### config.mk
export PLATFORM = sky130hd
export DESIGN_NAME = tempo_synced_frame_stutter_control_flat
export DESIGN_NICKNAME = d
export VERILOG_FILES = /design/src/tsfs_pkg.sv /design/src/tsfs_if.sv /design/src/tempo_synced_frame_stutter_control.sv /design/src/flat_wrapper.sv
export SDC_FILE = /design/constraint.sdc
export NUM_CORES = 2
export LEC_CHECK = 0
export BUFFER_PORTS_ARGS = -buffer_cell sky130_fd_sc_hd__buf_2
export CELL_PAD_IN_SITES_DETAIL_PLACEMENT = 1
export CELL_PAD_IN_SITES_GLOBAL_PLACEMENT = 1
export CORE_MARGIN = 4
export CORE_UTILIZATION = 50
export DETAILED_ROUTE_END_ITERATION = 6
export HOLD_SLACK_MARGIN = 0.03
export PLACE_DENSITY = 0.87
export SLEW_MARGIN = 20
export SYNTH_ARGS = -nofsm -noshare
export SYNTH_HDL_FRONTEND = slang
export SYNTH_SLANG_ARGS = --single-unit
### constraint.sdc
create_clock -name clk -period 13.47 [get_ports clk]
set_input_delay 1.347 -clock clk [delete_from_list [all_inputs] [get_ports clk]]
set_output_delay 1.347 -clock clk [all_outputs]
set_load 0.005 [all_outputs]
### src/tsfs_pkg.sv
// ----------------------------------------------------------------------------
// Tempo-synced frame stutter control: shared definitions
// Field widths, tempo and note constants, and the note length decode.
// ----------------------------------------------------------------------------
package tsfs_pkg;

  localparam int RATE_W = 10;
  localparam int BPM_W  = 18;
  localparam int TIME_W = 40;
  localparam int SLOT_W = 7;

  localparam int RING_SLOTS_DEFAULT = 128;

  localparam logic [BPM_W-1:0] DEFAULT_BPM_RESET = BPM_W'(30720);
  localparam logic [BPM_W-1:0] BPM_FLOOR         = BPM_W'(256);

  // 1/8 beat at 1 bpm in 1/256 bpm units times microseconds
  localparam int                  THRESH_W          = 36;
  localparam logic [THRESH_W-1:0] EIGHTH_BEAT_UNITS = THRESH_W'(64'd1920000000);

  localparam logic [RATE_W-1:0] RATE_FOUR_BEATS = RATE_W'(100);
  localparam logic [RATE_W-1:0] RATE_TWO_BEATS  = RATE_W'(300);
  localparam logic [RATE_W-1:0] RATE_ONE_BEAT   = RATE_W'(500);
  localparam logic [RATE_W-1:0] RATE_HALF_BEAT  = RATE_W'(700);
  localparam logic [RATE_W-1:0] RATE_QTR_BEAT   = RATE_W'(900);

  // shift of the 1/8 beat threshold: 5 for 4 beats down to 0 for 1/8
  function automatic logic [2:0] note_shift(input logic [RATE_W-1:0] rate);
    logic [2:0] k;
    priority if (rate < RATE_FOUR_BEATS) k = 3'd5;
    else if (rate < RATE_TWO_BEATS)      k = 3'd4;
    else if (rate < RATE_ONE_BEAT)       k = 3'd3;
    else if (rate < RATE_HALF_BEAT)      k = 3'd2;
    else if (rate < RATE_QTR_BEAT)       k = 3'd1;
    else                                 k = 3'd0;
    return k;
  endfunction

endpackage

### src/tsfs_if.sv
// ----------------------------------------------------------------------------
// Tempo-synced frame stutter control: channel interfaces
// Frame item channel and result channel, valid/ready with payload.
// ----------------------------------------------------------------------------
interface tsfs_frame_if
  import tsfs_pkg::*;
();
  logic              valid;
  logic              ready;
  logic              engage;
  logic [RATE_W-1:0] rate_milli;
  logic [BPM_W-1:0]  bpm_q8;
  logic [TIME_W-1:0] time_us;

  modport source (output valid, engage, rate_milli, bpm_q8, time_us, input ready);
  modport sink   (input valid, engage, rate_milli, bpm_q8, time_us, output ready);
endinterface

interface tsfs_result_if
  import tsfs_pkg::*;
();
  logic              valid;
  logic              ready;
  logic              record_frame;
  logic [SLOT_W-1:0] record_slot;
  logic              show_recorded;
  logic [SLOT_W-1:0] play_slot;

  modport source (output valid, record_frame, record_slot, show_recorded, play_slot,
                  input ready);
  modport sink   (input valid, record_frame, record_slot, show_recorded, play_slot,
                  output ready);
endinterface

### src/tempo_synced_frame_stutter_control.sv
// ----------------------------------------------------------------------------
// Tempo-synced frame stutter control
// Per-frame capture and loop playback control for a frame ring.
// ----------------------------------------------------------------------------
// Pipeline: input register, then result register; a frame moves on when the
// result register is empty or its result is being taken.
// Throughput: one frame per cycle unless the result channel stalls; the state
// update and 36x18 interval product sit in the single stage between registers.
// Reset (rst, synchronous): idle, counters cleared, default tempo 120 bpm.
// ----------------------------------------------------------------------------
module tempo_synced_frame_stutter_control
  import tsfs_pkg::*;
#(
  parameter int RING_SLOTS = RING_SLOTS_DEFAULT
) (
  input  logic             clk,
  input  logic             rst,
  input  logic             cfg_wr_en,
  input  logic [BPM_W-1:0] cfg_wr_data,
  tsfs_frame_if.sink       frame,
  tsfs_result_if.source    result
);

  localparam int CNT_W = $clog2(RING_SLOTS + 1);
  localparam int POS_W = (RING_SLOTS > 1) ? $clog2(RING_SLOTS) : 1;
  localparam logic [CNT_W-1:0] SLOTS = CNT_W'(RING_SLOTS);
  localparam int PROD_W = THRESH_W + BPM_W;

  logic [BPM_W-1:0] default_bpm;

  // input register
  logic              in_vld;
  logic              in_engage;
  logic [RATE_W-1:0] in_rate;
  logic [BPM_W-1:0]  in_bpm;
  logic [TIME_W-1:0] in_time;

  // control state
  logic              capturing;
  logic              looping;
  logic [CNT_W-1:0]  write_count;
  logic [CNT_W-1:0]  loop_length;
  logic [POS_W-1:0]  play_position;
  logic [TIME_W-1:0] capture_start;

  // result register
  logic              out_vld;
  logic              record_frame;
  logic [SLOT_W-1:0] record_slot;
  logic              show_recorded;
  logic [SLOT_W-1:0] play_slot;

  logic advance;
  assign advance     = in_vld && (!out_vld || result.ready);
  assign frame.ready = !in_vld || advance;

  // next-state logic
  logic [BPM_W-1:0]    tempo;
  logic [THRESH_W-1:0] threshold;
  logic                start;
  logic [CNT_W-1:0]    wc_cur;
  logic [TIME_W-1:0]   cs_cur;
  logic [TIME_W-1:0]   elapsed;
  logic [PROD_W-1:0]   product;
  logic                time_hit;
  logic                rec;
  logic [CNT_W-1:0]    wc_new;
  logic                full;
  logic [CNT_W-1:0]    pos_inc;
  logic [CNT_W+SLOT_W-1:0] rec_slot_ext;
  logic [POS_W+SLOT_W-1:0] play_slot_ext;

  logic              capturing_next;
  logic              looping_next;
  logic [CNT_W-1:0]  write_count_next;
  logic [CNT_W-1:0]  loop_length_next;
  logic [POS_W-1:0]  play_position_next;
  logic [TIME_W-1:0] capture_start_next;
  logic              record_frame_next;
  logic [SLOT_W-1:0] record_slot_next;
  logic              show_recorded_next;
  logic [SLOT_W-1:0] play_slot_next;

  always_comb begin
    tempo     = (in_bpm > BPM_FLOOR) ? in_bpm : default_bpm;
    threshold = EIGHTH_BEAT_UNITS << note_shift(in_rate);
    start     = !capturing && !looping;
    wc_cur    = start ? '0 : write_count;
    cs_cur    = start ? in_time : capture_start;
    elapsed   = in_time - cs_cur;
    product   = PROD_W'(elapsed[THRESH_W-1:0]) * PROD_W'(tempo);
    // at or above 2^36 us any non-zero tempo passes the largest threshold
    time_hit  = ((|elapsed[TIME_W-1:THRESH_W]) && (tempo != '0)) ||
                (product >= PROD_W'(threshold));
    rec       = (wc_cur < SLOTS);
    wc_new    = wc_cur + CNT_W'(rec);
    full      = time_hit || (wc_new >= SLOTS);
    pos_inc   = CNT_W'(play_position) + CNT_W'(1);
    rec_slot_ext  = {{SLOT_W{1'b0}}, wc_cur};
    play_slot_ext = {{SLOT_W{1'b0}}, play_position};

    capturing_next     = capturing;
    looping_next       = looping;
    write_count_next   = write_count;
    loop_length_next   = loop_length;
    play_position_next = play_position;
    capture_start_next = capture_start;
    record_frame_next  = 1'b0;
    record_slot_next   = '0;
    show_recorded_next = 1'b0;
    play_slot_next     = '0;

    if (!in_engage) begin
      capturing_next   = 1'b0;
      looping_next     = 1'b0;
      loop_length_next = '0;
    end else if (capturing || start) begin
      capture_start_next = cs_cur;
      write_count_next   = wc_new;
      capturing_next     = 1'b1;
      if (rec) begin
        record_frame_next = 1'b1;
        record_slot_next  = rec_slot_ext[SLOT_W-1:0];
      end
      if (full) begin
        loop_length_next   = (wc_new == '0) ? CNT_W'(1) : wc_new;
        play_position_next = '0;
        capturing_next     = 1'b0;
        looping_next       = 1'b1;
      end
    end else if (looping && (loop_length != '0)) begin
      show_recorded_next = 1'b1;
      play_slot_next     = play_slot_ext[SLOT_W-1:0];
      play_position_next = (pos_inc >= loop_length) ? '0 : pos_inc[POS_W-1:0];
    end
  end

  always_ff @(posedge clk) begin
    if (rst) begin
      default_bpm   <= DEFAULT_BPM_RESET;
      in_vld        <= 1'b0;
      out_vld       <= 1'b0;
      capturing     <= 1'b0;
      looping       <= 1'b0;
      write_count   <= '0;
      loop_length   <= '0;
      play_position <= '0;
      capture_start <= '0;
    end else begin
      if (cfg_wr_en) begin
        default_bpm <= cfg_wr_data;
      end
      if (frame.valid && frame.ready) begin
        in_vld <= 1'b1;
      end else if (advance) begin
        in_vld <= 1'b0;
      end
      if (advance) begin
        out_vld       <= 1'b1;
        capturing     <= capturing_next;
        looping       <= looping_next;
        write_count   <= write_count_next;
        loop_length   <= loop_length_next;
        play_position <= play_position_next;
        capture_start <= capture_start_next;
      end else if (result.ready) begin
        out_vld <= 1'b0;
      end
    end
  end

  // payload registers
  always_ff @(posedge clk) begin
    if (frame.valid && frame.ready) begin
      in_engage <= frame.engage;
      in_rate   <= frame.rate_milli;
      in_bpm    <= frame.bpm_q8;
      in_time   <= frame.time_us;
    end
    if (advance) begin
      record_frame  <= record_frame_next;
      record_slot   <= record_slot_next;
      show_recorded <= show_recorded_next;
      play_slot     <= play_slot_next;
    end
  end

  assign result.valid         = out_vld;
  assign result.record_frame  = record_frame;
  assign result.record_slot   = record_slot;
  assign result.show_recorded = show_recorded;
  assign result.play_slot     = play_slot;

endmodule
### src/flat_wrapper.sv
// flat-port wrapper written by rule: the top's interface ports become plain ports
module tempo_synced_frame_stutter_control_flat import tsfs_pkg::*;
#(
  parameter int RING_SLOTS = RING_SLOTS_DEFAULT
)
  (clk, rst, cfg_wr_en, cfg_wr_data, frame_valid, frame_engage, frame_rate_milli, frame_bpm_q8, frame_time_us, frame_ready, result_valid, result_record_frame, result_record_slot, result_show_recorded, result_play_slot, result_ready);
  tsfs_frame_if frame_i ();
  tsfs_result_if result_i ();
  input  logic clk;
  input  logic rst;
  input  logic cfg_wr_en;
  input  logic [BPM_W-1:0] cfg_wr_data;
  input wire logic [$bits(frame_i.valid)-1:0] frame_valid;
  input wire logic [$bits(frame_i.engage)-1:0] frame_engage;
  input wire logic [$bits(frame_i.rate_milli)-1:0] frame_rate_milli;
  input wire logic [$bits(frame_i.bpm_q8)-1:0] frame_bpm_q8;
  input wire logic [$bits(frame_i.time_us)-1:0] frame_time_us;
  output wire logic [$bits(frame_i.ready)-1:0] frame_ready;
  output wire logic [$bits(result_i.valid)-1:0] result_valid;
  output wire logic [$bits(result_i.record_frame)-1:0] result_record_frame;
  output wire logic [$bits(result_i.record_slot)-1:0] result_record_slot;
  output wire logic [$bits(result_i.show_recorded)-1:0] result_show_recorded;
  output wire logic [$bits(result_i.play_slot)-1:0] result_play_slot;
  input wire logic [$bits(result_i.ready)-1:0] result_ready;
  assign frame_i.valid = frame_valid;
  assign frame_i.engage = frame_engage;
  assign frame_i.rate_milli = frame_rate_milli;
  assign frame_i.bpm_q8 = frame_bpm_q8;
  assign frame_i.time_us = frame_time_us;
  assign frame_ready = frame_i.ready;
  assign result_valid = result_i.valid;
  assign result_record_frame = result_i.record_frame;
  assign result_record_slot = result_i.record_slot;
  assign result_show_recorded = result_i.show_recorded;
  assign result_play_slot = result_i.play_slot;
  assign result_i.ready = result_ready;
  tempo_synced_frame_stutter_control #(.RING_SLOTS(RING_SLOTS)) u_core (.clk(clk), .rst(rst), .cfg_wr_en(cfg_wr_en), .cfg_wr_data(cfg_wr_data), .frame(frame_i), .result(result_i));
endmodule
# Yosys cells after proc, flatten, opt, wreduce, memory -nomap -nowiden
# Index checks and enable logic that the tools add are counted.
# word_totals
ramBits,0
n_memories,0
output_inout_bits,18
latch_bits,0
inputBits,92
elab_cells,94
register_bits,170
rom_bits,0
# op_classes
bitwise_logic,2
n_reduce_logical,29
div,0
mux,28
eq_ne,3
shifts,1
n_addsub,3
mul,1
n_lt_le_gt_ge,10
# op_table
operator,count
greater-or-equal comparator 54 x 36 -> 1 bit,1
multiplier 36 x 18 -> 54 bit,1
2-to-1 mux 40 bit,1
2-to-1 mux 8 bit,5
subtractor 40 bit,1
left shift 31 x 3 -> 36 bit (first input constant),1
2-to-1 mux 7 bit,4
< comparator 10 bit (second input constant),2
< comparator 10 x 9 -> 1 bit (second input constant),2
greater-than comparator 18 x 9 -> 1 bit (second input constant),1
2-to-1 mux 18 bit,1
nonzero test 18 bit,1
2-to-1 mux 1 bit,13
2-to-1 mux 3 bit,4
< comparator 10 x 7 -> 1 bit (second input constant),1
AND reduction 3 bit,3
adder 7 x 1 -> 8 bit (second input constant),1
adder 8 x 1 -> 8 bit,1
greater-or-equal comparator 8 bit,1
greater-or-equal comparator 8 bit (second input constant),1
zero test 8 bit,1
< comparator 8 bit (second input constant),1
nonzero test 8 bit,1
nonzero test 2 bit,3
11 further kinds,25

# Depth between registers and ports, before layout
# depth
word_depth,13
mapped_depth,51
mapped_depth_nobuf,45

# Worst setup path before layout
# OpenSTA, ideal clock, no wires.
# synth_timing
kind,register -> register
startpoint,register u_core.capturing
endpoint,register u_core.play_position[0]
setup_time_ps,88
path_slack_ps,1803
path_stages_with_launch,47
t_arrival_ps,11578
path_buffers,5
path_cell_list,dfxtp_1 -> nor2_1 -> clkbuf_1 -> clkbuf_1 -> clkbuf_1 -> mux2i_1 -> inv_1 -> fa_1 -> nor3b_1 -> o311ai_2 -> nand3_1 -> a211o_1 -> a21boi_0 -> xnor2_1 -> clkbuf_1 -> nand2_1 -> fa_1 -> inv_1 -> (+11 left out) -> nand2_1 -> or4_1 -> nor3_1 -> o31ai_1 -> a21oi_1 -> nor2_1 -> xnor2_1 -> ha_1 -> o21bai_1 -> nor4_1 -> nand4_1 -> a211o_1 -> nor4_1 -> nand3_1 -> nor4b_1 -> and4_1 -> nand4_4 -> a311oi_2
# synth_via
elab_chain_len,10
elab_cells_between_ends,19
classes_between,add/sub (2); mul (1); order compare (3); eq/ne (1); mux (3); reduce/logical (9)
# synth_lines
item,line_no,text
from (decl),tempo_synced_frame_stutter_control.sv:39,logic capturing;
from (signal assigned),tempo_synced_frame_stutter_control.sv:160,capturing <= capturing_next;
zero test 1 bit (*),tempo_synced_frame_stutter_control.sv:87,start = !capturing && !looping;
logical AND 1 bit (*),tempo_synced_frame_stutter_control.sv:87,
2-to-1 mux 40 bit (*),tempo_synced_frame_stutter_control.sv:89,cs_cur = start ? in_time : capture_start;
net u_core.cs_cur[1],tempo_synced_frame_stutter_control.sv:62,logic [TIME_W-1:0] cs_cur;
subtractor 40 bit (*),tempo_synced_frame_stutter_control.sv:90,elapsed = in_time - cs_cur;
multiplier 36 x 18 -> 54 bit or OR reduction 4 bit (tied branches),"tempo_synced_frame_stutter_control.sv:91, tempo_synced_frame_stutter_control.sv:93",
greater-or-equal comparator 54 x 36 -> 1 bit or logical AND 1 bit (tied branches),"tempo_synced_frame_stutter_control.sv:94, tempo_synced_frame_stutter_control.sv:93",
logical OR 1 bit (*),tempo_synced_frame_stutter_control.sv:93,time_hit = ((|elapsed[TIME_W-1:THRESH_W]) && (tempo != '0)) ||
logical OR 1 bit (*),tempo_synced_frame_stutter_control.sv:97,full = time_hit || (wc_new >= SLOTS);
!= test 2 x 1 -> 1 bit (no line) (*),n/a,
AND reduction 4 bit (no line) (*),n/a,
to (signal assigned),tempo_synced_frame_stutter_control.sv:164,play_position <= play_position_next;
to (decl),tempo_synced_frame_stutter_control.sv:43,logic [POS_W-1:0] play_position;
# Mark *: on every way through the listed nets, which the timed path passes. The rest lies on a longest branch.
# A chain may end at the register's enable or synchronous reset.

# Final worst setup path
# layout_timing
startpoint,register u_core.capturing
endpoint,register u_core.loop_length[4]
# layout_via
elab_chain_len,10
elab_cells_between_ends,23
classes_between,add/sub (2); mul (1); order compare (3); eq/ne (2); mux (6); reduce/logical (9)
# layout_lines
item,line_no,text
zero test 1 bit (*),tempo_synced_frame_stutter_control.sv:87,
logical AND 1 bit (*),tempo_synced_frame_stutter_control.sv:87,
2-to-1 mux 40 bit (*),tempo_synced_frame_stutter_control.sv:89,
net u_core.cs_cur[0],tempo_synced_frame_stutter_control.sv:62,
subtractor 40 bit (*),tempo_synced_frame_stutter_control.sv:90,
multiplier 36 x 18 -> 54 bit or OR reduction 4 bit (tied branches),"tempo_synced_frame_stutter_control.sv:91, tempo_synced_frame_stutter_control.sv:93",
greater-or-equal comparator 54 x 36 -> 1 bit or logical AND 1 bit (tied branches),"tempo_synced_frame_stutter_control.sv:94, tempo_synced_frame_stutter_control.sv:93",
logical OR 1 bit (*),tempo_synced_frame_stutter_control.sv:93,
logical OR 1 bit (*),tempo_synced_frame_stutter_control.sv:97,
!= test 2 bit (no line) (*),n/a,
AND reduction 3 bit (no line) (*),n/a,
to (signal assigned),tempo_synced_frame_stutter_control.sv:163,loop_length <= loop_length_next;
to (decl),tempo_synced_frame_stutter_control.sv:42,logic [CNT_W-1:0] loop_length;
# Mark *: on every way through the listed nets, which the timed path passes. The rest lies on a longest branch. The select of a mux whose other input is x is not followed.

==> summary.txt <==
Detailed routing
  – Initial DRC count: 2266
  – Total Wirelength: 114000 um
  – DR vias/cell: approximately 6.1
  – DR WL/cell: around 26 um
  – Drt drc: 0
  – Vias after detailed routing: between 20000 and 30000
  – First-pass DRT Iterations: 7
  – Detail Route Antenna Nets: 0

Floorplan
  – Vert. Die Dim: 256 um
  – DIE AREA: roughly 65000 sq um
  – Initial Utilization: 50.7%
  – Die Width: 256 um
  – Placeable Area: 60600 sq um
  – Io pins: 110
  – # rows: 90

Placement
  – Setup Slack @ Placement: 0.179 ns
  – Port buffer count: roughly 110
  – GP Congestion: 0.974
  – DP Wirelength: between 80000 and 90000 um

GRT
  – Total track usage: 34.6%
  – Gr busiest metal: met2
  – Initial antenna violation count: 1
  – Total grt overflow: 0
  – First-pass GRT wire length: 176000 um
  – M2 GR Usage: 59.8%
  – Met1 usage: between 40% and 50%
  – M3 GR Usage: 6.44%
  – Vias in the first global route: 30700
  – Largest net degree at the start of global routing: 73

Synthesis
  – Mapped Avg Cell Area: 8.58 sq um
  – Synth Instances: 3579
  – Yosys reg bits: 168
  – FFs w/ async S/R, synth: 0%
  – Syn_nets: 4410
  – Primary FF master, synth: dfxtp_1
  – Seq/Total Area, Yosys: 13.7%
  – Mapped cell area: 30700 sq um
  – Post-synth EDFFs: 83
  – Synth cell types: 85
  – Synth warn: 0

Timing
  – Fin. max-slew vios: 0
  – RSZ-0062 raised after global routing: no
  – F_max: between 70 and 80 MHz
  – Final Hold Vio Count: 0
  – Tmin final: about 13 ns
  – Max-Slew Margin vs Limit: 22.0%
  – Fin Setup TNS: 0 ns
  – Final Skew: ~0.020 ns
  – Tightest Pin Transition: 1.17 ns
  – Setup violations, final: 0
  – Tcrit/Tclk final: 96.6%
  – Worst Slack Setup Final: 0.460 ns

Setup path
  – CP delay by family, top: adder cells
  – Worst path slowest cell: or4_1
  – R2R Path End: u_core.loop_length[4]
  – Buf/Inv on CP: 4
  – Reg2reg start: u_core.capturing
  – R2R Setup Slk: 0.46 ns
  – Worst EP required: 13.79 ns
  – Crit path top cell by count: fa_1
  – Arrival @ worst endpoint: 13.33 ns
  – Crit Path Max Fanout: 15
  – CP Launch Type: flop
  – Crit. End Element: flop
  – Worst r2r path cells: 40
  – WS Path Type: reg2reg
  – Crit-path max cell delay: 0.61 ns

Hold path
  – Worst min path class: reg2reg
  – Worst hold path depth: 2
  – Hold Crit Endpoint: u_core.write_count[0]
  – Worst Min Path Start: u_core.write_count[0]

Final layout
  – Layout Nets: 4461
  – Commonest non-fill, non-tap cell in the layout: inv_1
  – Share of cells above drive strength 1: 7.74%
  – Reg area: 4190 sq um
  – Most frequent cells in the layout: inv_1, nand2_1, fa_1
  – Multi-input gate area: 23600 sq um
  – Filler instances: 7190
  – Area growth, synth to finish: 7.34%

Clock network
  – Root Buffer: clkbuf_16
  – Hold_buf cts: 0
  – CTS buffer count: 17
  – H-tree levels: 4
  – Reg clk slew, reported paths: around 0.080 ns
  – CTS max path bufs: 2
  – Clk_lat worst skew: 0.46 ns
  – Clk sinks: 168
  – CTS tree: built

Outcome
  – Status: completed

Flow run
  – Maxcap violations: 0
[stage by stage]
step	utilization [%]	instance area (sq um)	std cells	hold WS [ns]
after floorplan	-	30700	3579	0.440
after global placement	53.4	32300	4393	0.456
after detailed placement	53.4	32300	4393	0.464
after CTS	54.3	32900	4425	0.484
after global routing	54.4	33000	4425	0.505
final	54.4	33000	4426	0.479
[layout make-up]
| class | count | share of cell area (%) |
|---|---|---|
| multi-input combinational | 2614 | 71.6 |
| sequential | 168 | 12.7 |
| inverter | 630 | 7.17 |
| timing repair buffer | 199 | 3.72 |
| tap | 782 | 2.97 |
| clock buffer | 18 | 1.30 |
| clock inverter | 14 | 0.471 |
| antenna | 1 | 0.00759 |
[flip-flops by register name, indices dropped and copies added, names as in the netlist, 7 cells and up]
name	flops
u_core.in_rate	8
u_core.in_bpm	18
u_core.result.play_slot	7
u_core.loop_length	8
u_core.capture_start	40
u_core.result.record_slot	7
u_core.in_time	40
u_core.default_bpm	18
u_core.write_count	8
u_core.play_position	7
[what timing repair did]
action	CTS	global route
setup buffers	0	0
gates resized for setup	0	3
setup endpoints to repair	0	17
[per-layer routing]
| metal | up-vias | wire length (um) | part of all wire, % |
|---|---|---|---|
| li1 | 11400 | - | - |
| met1 | 13800 | 41300 | 36 |
| met2 | 1425 | 55500 | 48 |
| met3 | 518 | 9290 | 8.1 |
| met4 | 0 | 8410 | 7.3 |
| met5 | - | 0 | 0 |
[logic make-up after synthesis]
logic type | after synthesis | share of synthesized area, %
and+or+nand+nor | 1212 | 17.3
buffers and inverters | 797 | 9.77
adders and majority gates | 749 | 43.8
AOI/OAI and AO/OA | 472 | 10.1
DFF | 168 | 13.7
xor gates and xnor gates | 117 | 3.34
muxes | 64 | 2.12
[synthesized netlist by cell type (7+ instances only)]
cell type	n	share of area [%]
and3_1	19	0.39
mux2i_1	55	1.8
o31ai_1	8	0.20
o21ai_1	12	0.20
a21o_1	32	0.78
nor3_1	41	0.67
ha_1	194	7.9
nand4_1	34	0.69
nor4_1	13	0.26
nand3_1	38	0.62
nor2b_1	30	0.61
o21a_1	10	0.24
buf_1	17	0.21
maj3_1	8	0.26
and2_1	71	1.4
o211ai_1	13	0.32
a31oi_1	17	0.35
inv_1	629	7.7
o21ai_0	82	1.3
clkbuf_1	146	1.8
o311ai_1	7	0.20
a211oi_1	41	1.0
xnor2_1	60	1.7
dfxtp_1	85	5.5
nand2b_1	25	0.51
nand2_1	551	6.7
and4_1	9	0.26
fa_1	545	36
nor2_1	350	4.3
edfxtp_1	83	8.1
xor2_1	57	1.6
a21oi_1	155	2.5
o21bai_1	11	0.27
mux2_2	9	0.33
[worst max path at each step]
stage / start / endpoint / cells after the start
3_3_place_gp: u_core.capturing / u_core.loop_length[4] / 41
3_5_place_dp: u_core.capturing / u_core.loop_length[4] / 42
5_1_grt: u_core.capturing / u_core.play_position[0] / 40
4_1_cts: u_core.capturing / u_core.loop_length[4] / 42
2_1_floorplan: u_core.capturing / u_core.play_position[0] / 46
6_report: u_core.capturing / u_core.loop_length[4] / 40
[worst min-delay path, stage by stage, from the launching register on]
cell,delay (ns)
dfxtp_1,0.32
nand2_1,0.06
a21oi_1,0.05
Power is not shown: default switching activity piles up to over one toggle a cycle in this logic, so the estimate is an artifact.
